**src/design/bmhq_pkg.sv**
```systemverilog
// Shared constants, codes and controller/datapath bundles for the heap queue.
`timescale 1ns / 1ps
`default_nettype none

package bmhq_pkg;

    // Fixed field widths.
    localparam int PAY_W      = 32;
    localparam int CNT_W      = 7;
    localparam int CAP_W      = 7;
    localparam int CFG_IDX_W  = 2;
    localparam int CFG_DATA_W = 7;

    // Defaults for the top-level parameters.
    localparam int DEPTH_DEFAULT     = 64;
    localparam int KEY_WIDTH_DEFAULT = 32;

    // Register reset values.
    localparam logic [CAP_W-1:0] CAPACITY_RESET = 7'd64;

    // Configuration register indexes.
    localparam logic [CFG_IDX_W-1:0] REG_CAPACITY = 2'd0;
    localparam logic [CFG_IDX_W-1:0] REG_SIGNED   = 2'd1;

    typedef enum logic [1:0] {
        CMD_INSERT = 2'd0,
        CMD_PULL   = 2'd1,
        CMD_PEEK   = 2'd2,
        CMD_KEEP   = 2'd3
    } command_t;

    typedef enum logic [1:0] {
        ST_OK    = 2'd0,
        ST_FULL  = 2'd1,
        ST_EMPTY = 2'd2,
        ST_WORSE = 2'd3
    } status_t;

    typedef enum logic [2:0] {
        S_IDLE,
        S_DECIDE,
        S_ROOT,
        S_UP_RD,
        S_UP_CMP,
        S_DN_RD,
        S_DN_CMP,
        S_RESP
    } state_t;

    // Commands from the controller to the datapath.
    typedef struct packed {
        logic    latch_req;   // capture the request beat
        logic    start_up;    // hole at the end, count up
        logic    pull_last;   // count down, last entry becomes the mover
        logic    take_root;   // capture the root for the result
        logic    at_zero;     // hole at the root
        logic    rd_root;     // read root and last entry
        logic    rd_parent;   // read the parent of the hole
        logic    rd_kids;     // read both children of the hole
        logic    move_up;     // parent drops into the hole
        logic    move_down;   // picked child rises into the hole
        logic    wr_final;    // mover lands in the hole
        logic    set_status;
        status_t status;
        logic    load_rsp;    // fill the result register
    } dp_cmd_t;

    // Status from the datapath to the controller.
    typedef struct packed {
        command_t command;
        logic     full;
        logic     empty;
        logic     at_root;
        logic     has_child;
        logic     up_go;
        logic     down_go;
        logic     better;
        logic     rsp_free;
    } dp_stat_t;

endpackage

`default_nettype wire

```
**src/design/bmhq_ctrl.sv**
```systemverilog
// Controller state machine that sequences heap commands and sift walks.
`timescale 1ns / 1ps
`default_nettype none

module bmhq_ctrl
    import bmhq_pkg::*;
(
    input  wire logic     clk,
    input  wire logic     rst_n,
    input  wire logic     req_valid,
    output logic          req_ready,
    input  wire dp_stat_t stat,
    output dp_cmd_t       cmd
);

    state_t state_reg;
    state_t state_next;

    // State register.
    always_ff @(posedge clk or negedge rst_n)
    begin
        if (!rst_n)
        begin
            state_reg <= S_IDLE;
        end
        else
        begin
            state_reg <= state_next;
        end
    end

    // Next state and datapath commands.
    always_comb
    begin
        state_next = state_reg;
        cmd        = '0;
        cmd.status = ST_OK;
        req_ready  = 1'b0;

        unique case (state_reg)
            S_IDLE:
            begin
                req_ready = 1'b1;
                if (req_valid)
                begin
                    cmd.latch_req = 1'b1;
                    state_next    = S_DECIDE;
                end
            end

            S_DECIDE:
            begin
                cmd.rd_root = 1'b1;
                unique case (stat.command)
                    CMD_INSERT:
                    begin
                        if (stat.full)
                        begin
                            cmd.set_status = 1'b1;
                            cmd.status     = ST_FULL;
                            state_next     = S_RESP;
                        end
                        else
                        begin
                            cmd.start_up = 1'b1;
                            state_next   = S_UP_RD;
                        end
                    end
                    CMD_PULL, CMD_PEEK:
                    begin
                        if (stat.empty)
                        begin
                            cmd.set_status = 1'b1;
                            cmd.status     = ST_EMPTY;
                            state_next     = S_RESP;
                        end
                        else
                        begin
                            state_next = S_ROOT;
                        end
                    end
                    CMD_KEEP:
                    begin
                        if (stat.full)
                        begin
                            state_next = S_ROOT;
                        end
                        else
                        begin
                            cmd.start_up = 1'b1;
                            state_next   = S_UP_RD;
                        end
                    end
                endcase
            end

            // Root and last entry are on the read ports here.
            S_ROOT:
            begin
                unique case (stat.command)
                    CMD_PULL:
                    begin
                        cmd.take_root = 1'b1;
                        cmd.pull_last = 1'b1;
                        state_next    = S_DN_RD;
                    end
                    CMD_PEEK:
                    begin
                        cmd.take_root = 1'b1;
                        state_next    = S_RESP;
                    end
                    CMD_KEEP:
                    begin
                        if (stat.better)
                        begin
                            cmd.at_zero = 1'b1;
                            state_next  = S_DN_RD;
                        end
                        else
                        begin
                            cmd.set_status = 1'b1;
                            cmd.status     = ST_WORSE;
                            state_next     = S_RESP;
                        end
                    end
                    CMD_INSERT:
                    begin
                        state_next = S_RESP;
                    end
                endcase
            end

            S_UP_RD:
            begin
                if (stat.at_root)
                begin
                    cmd.wr_final = 1'b1;
                    state_next   = S_RESP;
                end
                else
                begin
                    cmd.rd_parent = 1'b1;
                    state_next    = S_UP_CMP;
                end
            end

            S_UP_CMP:
            begin
                if (stat.up_go)
                begin
                    cmd.move_up = 1'b1;
                    state_next  = S_UP_RD;
                end
                else
                begin
                    cmd.wr_final = 1'b1;
                    state_next   = S_RESP;
                end
            end

            S_DN_RD:
            begin
                if (stat.has_child)
                begin
                    cmd.rd_kids = 1'b1;
                    state_next  = S_DN_CMP;
                end
                else
                begin
                    cmd.wr_final = 1'b1;
                    state_next   = S_RESP;
                end
            end

            S_DN_CMP:
            begin
                if (stat.down_go)
                begin
                    cmd.move_down = 1'b1;
                    state_next    = S_DN_RD;
                end
                else
                begin
                    cmd.wr_final = 1'b1;
                    state_next   = S_RESP;
                end
            end

            S_RESP:
            begin
                if (stat.rsp_free)
                begin
                    cmd.load_rsp = 1'b1;
                    state_next   = S_IDLE;
                end
            end

            default:
            begin
                state_next = S_IDLE;
            end
        endcase
    end

endmodule

`default_nettype wire

```
**config.mk**
```make
export PLATFORM = sky130hd
export DESIGN_NAME = bmhq_ctrl
export DESIGN_NICKNAME = d
export VERILOG_FILES = /design/src/design/bmhq_pkg.sv /design/src/design/bmhq_ctrl.sv
export SDC_FILE = /design/constraint.sdc
export NUM_CORES = 1
export LEC_CHECK = 0
export BUFFER_PORTS_ARGS = -buffer_cell sky130_fd_sc_hd__buf_4
export CORE_AREA = 2 2 39 41
export DETAILED_ROUTE_END_ITERATION = 8
export DIE_AREA = 0 0 41 43
export MAX_ROUTING_LAYER = met4
export PLACE_DENSITY = 0.74
export RECOVER_POWER = 100
export SYNTH_ARGS = -nofsm -noshare
export SYNTH_HDL_FRONTEND = slang
export SYNTH_SLANG_ARGS = --single-unit
```
**constraint.sdc**
```tcl
create_clock -name clk -period 1.42 [get_ports clk]
set_input_delay 0.071 -clock clk [delete_from_list [all_inputs] [get_ports clk]]
set_output_delay 0.071 -clock clk [all_outputs]
set_load 0.02 [all_outputs]
```
==> impl_metrics.py <==
metrics = {
    "clocking": {
        "clk_pin_slew_ns": 0.04,
        "cts_tree": "yes",
        "clkSinkCount": 3,
        "root_buffer": "clkbuf_4",
        "clk_latency_ns": 0.24,
        "cts_buffers": 3,
        "cts_buffer_depth": 2,
        "h-tree-depth": 1,
    },
    "sta": {
        "setup_ws_ns": -0.0104,
        "max_slew_margin": 0.832,
        "fin_crit_sh": 1.01,
        "finalMaxSlewViolations": 0,
        "worstMarginPinSlew_ns": 0.249,
        "report.final.hold_viol_count": 0,
        "finClkSkew_ns": 0.0000824,
        "fin_setup_tns_ns": -0.0104,
        "setup-violations-final": 1,
        "max_freq_mhz": 699,
        "rsz0062_at_grt": "yes",
        "period_needed_ns": 1.43,
    },
    "run": {
        "drv_cap": 0,
    },
    "place": {
        "place_congestion": 0.659,
        "dp_hpwl_mm": 1.13,
        "placed_cells": 111,
        "port-buffer-count": 28,
        "place_area_sq_um": 792,
        "post-place-ws_ns": 0.108,
    },
    "power_and_ir_drop": {
        "irDropWorstVdd_uv": 668,
        "power.total_mw": 1.33,
        "p_per_area_nw_per_um2": 1460,
        "leakage_nw": 0.468,
    },
    "worst_setup_path": {
        "startpoint_type": "flop",
        "worstPathRequired_ns": 1.35,
        "reg2reg_setup_slack_ns": 0.17,
        "worstPathMaxFanout": 7,
        "r2r-end": "state_reg[1]",
        "cp.arrival_ns": 1.36,
        "end_kind": "output port",
        "reg2reg_depth": 5,
        "worstSetupPathType": "reg2out",
        "r2r_start": "state_reg[2]",
    },
    "detailed_routing": {
        "ant_nets": 0,
        "drt_iter0_markers": 3,
        "viasPerCell": 5.04,
        "num_vias": 610,
        "wl_per_cell_um": 12.1,
        "wl_mm": 1.46,
        "first_pass_iters": 2,
        "drcViolationCount": 0,
    },
    "grt": {
        "grt.total_usage": 0.208,
        "grt_pass1_wl_mm": 2.40,
        "antenna_found_initial": 0,
        "globalRouteOverflowTotal": 0,
        "grt_pass1_vias": 577,
        "grt_max_degree": 11,
    },
    "worst_hold_path": {
        "hold_end": "state_reg[0]",
        "hold_start": "stat[5]",
        "worstHoldPathCells": 3,
        "hp-class": "in2reg",
    },
    "finish": {
        "post_layout_nonfiller_instances": 121,
        "n_antenna_cell": 0,
        "ff_latch_area_sq_um": 78.8,
        "fin_nets": 126,
        "largest_reg_flops": 3,
        "layout-drive-gt1-share": 0.533,
        "syn_to_final_growth_pct": 66.4,
        "multi_input_area_sq_um": 473,
        "fin_area_sq_um": 912,
        "fillers": 122,
    },
    "synthesis": {
        "ys_ff_latch": 3,
        "synth.area.top_cells": "ha_1, dfrtp_1, nand2_1",
        "synth_top_area_share": 0.160,
        "synthesis.instances": 65,
        "seq_area_frac_synth": 0.137,
        "synthesis.area_sq_um": 548,
        "synth.distinct_cells": 33,
        "synth_area_leader_cell": "ha_1",
        "yosys_warnings": 0,
        "syn-num-nets": 85,
        "avgSynthCellArea_sq_um": 8.43,
    },
    "die": {
        "design.core.area_sq_um": 1380,
        "die_h_um": 43,
        "die-area_sq_um": 1760,
        "fp-row-count": 14,
        "ios": 29,
        "initial_core_util": 0.396,
        "die_x_um": 41,
    },
    "run_status": {
        "status": "finished, violations left",
        "violations": "setup timing",
    },
}
==> what timing repair did <==
| action | 4_1_cts | 5_1_grt |
|---|---|---|
| endpoints found under the setup margin | 7 | 9 |
| hold buffers | 1 | 0 |
| hold endpoints to repair | 3 | 0 |
| setup buffers | 4 | 1 |
| resized for setup | 9 | 5 |
| pin swaps | 3 | 1 |
==> power by group <==
part | internal [mW] | total, mW | leakage [nW] | switching [mW]
combinational | 0.491 | 0.958 | 0.422 | 0.467
sequential | 0.136 | 0.217 | 0.0303 | 0.0810
clock | 0.106 | 0.157 | 0.0150 | 0.0515
total | 0.733 | 1.33 | 0.468 | 0.599
==> metrics by stage <==
step | hold slack [ns] | utilization
2_1_floorplan | -0.225 | -
3_3_place_gp | -0.138 | 0.572
3_5_place_dp | -0.139 | 0.572
4_1_cts | 0.152 | 0.643
5_1_grt | 0.177 | 0.659
6_report | 0.154 | 0.659
==> layout make-up <==
class | instances | share of cell area
repair buffers | 39 | 0.332
flip-flops and latches | 3 | 0.0864
multi-input cells | 56 | 0.519
clock buffers | 4 | 0.0288
inverters | 3 | 0.0123
well taps | 16 | 0.0219
==> critical path, cell delays in order, from the launching register on <==
cell	delay, ns
dfrtp_2	0.46
nor3b_4	0.27
buf_4	0.16
and2_4	0.13
buf_6	0.11
==> kinds of logic (layout without fill, tap and decap cells) <==
group | after synthesis | count (layout) | share of synthesized area
DFF | 3 | 3 | 0.137
muxes | 2 | 2 | 0.0388
buffers and inverters | 6 | 46 | 0.0639
AOI/OAI and AO/OA | 12 | 12 | 0.164
and+or+nand+nor | 35 | 35 | 0.436
adders and majority gates | 7 | 7 | 0.160
==> how the worst max path moves through the flow <==
| stage | to | start | slack, ns | depth (start not counted) |
|---|---|---|---|---|
| 2_1_floorplan | cmd[6] | state_reg[0] | 0.04 | 2 |
| 3_3_place_gp | cmd[3] | state_reg[2] | 0.12 | 4 |
| 3_5_place_dp | cmd[3] | stat[8] | 0.11 | 7 |
| 4_1_cts | cmd[12] | state_reg[2] | -0.02 | 4 |
| 5_1_grt | cmd[1] | state_reg[2] | -0.07 | 4 |
| 6_report | cmd[12] | state_reg[2] | -0.01 | 4 |
==> Yosys cell counts, drive strengths merged <==
cell	number
nor3b	2
nor4b	1
dfrtp	3
nor4bb	1
mux2	1
nand4	1
o31ai	3
mux2i	1
and3	1
nand2	8
o32ai	1
nor3	2
and4b	1
a21oi	3
nand3	1
o21ai	3
nor2	5
o22ai	1
ha	7
nor2b	2
o221ai	1
buf	3
and3b	2
nand2b	3
or2b	1
inv	3
and2	4
==> routing by layer <==
layer  part of all wire  vias to the layer above  GRT usage
met5                  0                        -          -
li1                   -                      309          -
met4              0.013                        0      0.100
met3              0.079                        2     0.0366
met2               0.54                       25      0.369
met1               0.36                      274      0.201
==> placed cells by master, fill, tap and decap left out, types with 2 or more instances in the layout <==
cell type  count
clkbuf_1       2
nor2_1         3
nand2b_1       3
inv_1          3
clkbuf_4       3
a21oi_1        3
buf_4         34
nor2b_1        2
ha_1           7
dfrtp_2        3
o21ai_1        3
and2_4         2
buf_6          3
and3b_1        2
nor2_4         2
and2_1         2
o31ai_1        2
nand2_1        6
Note: power is estimated with default switching activity, not from simulation.
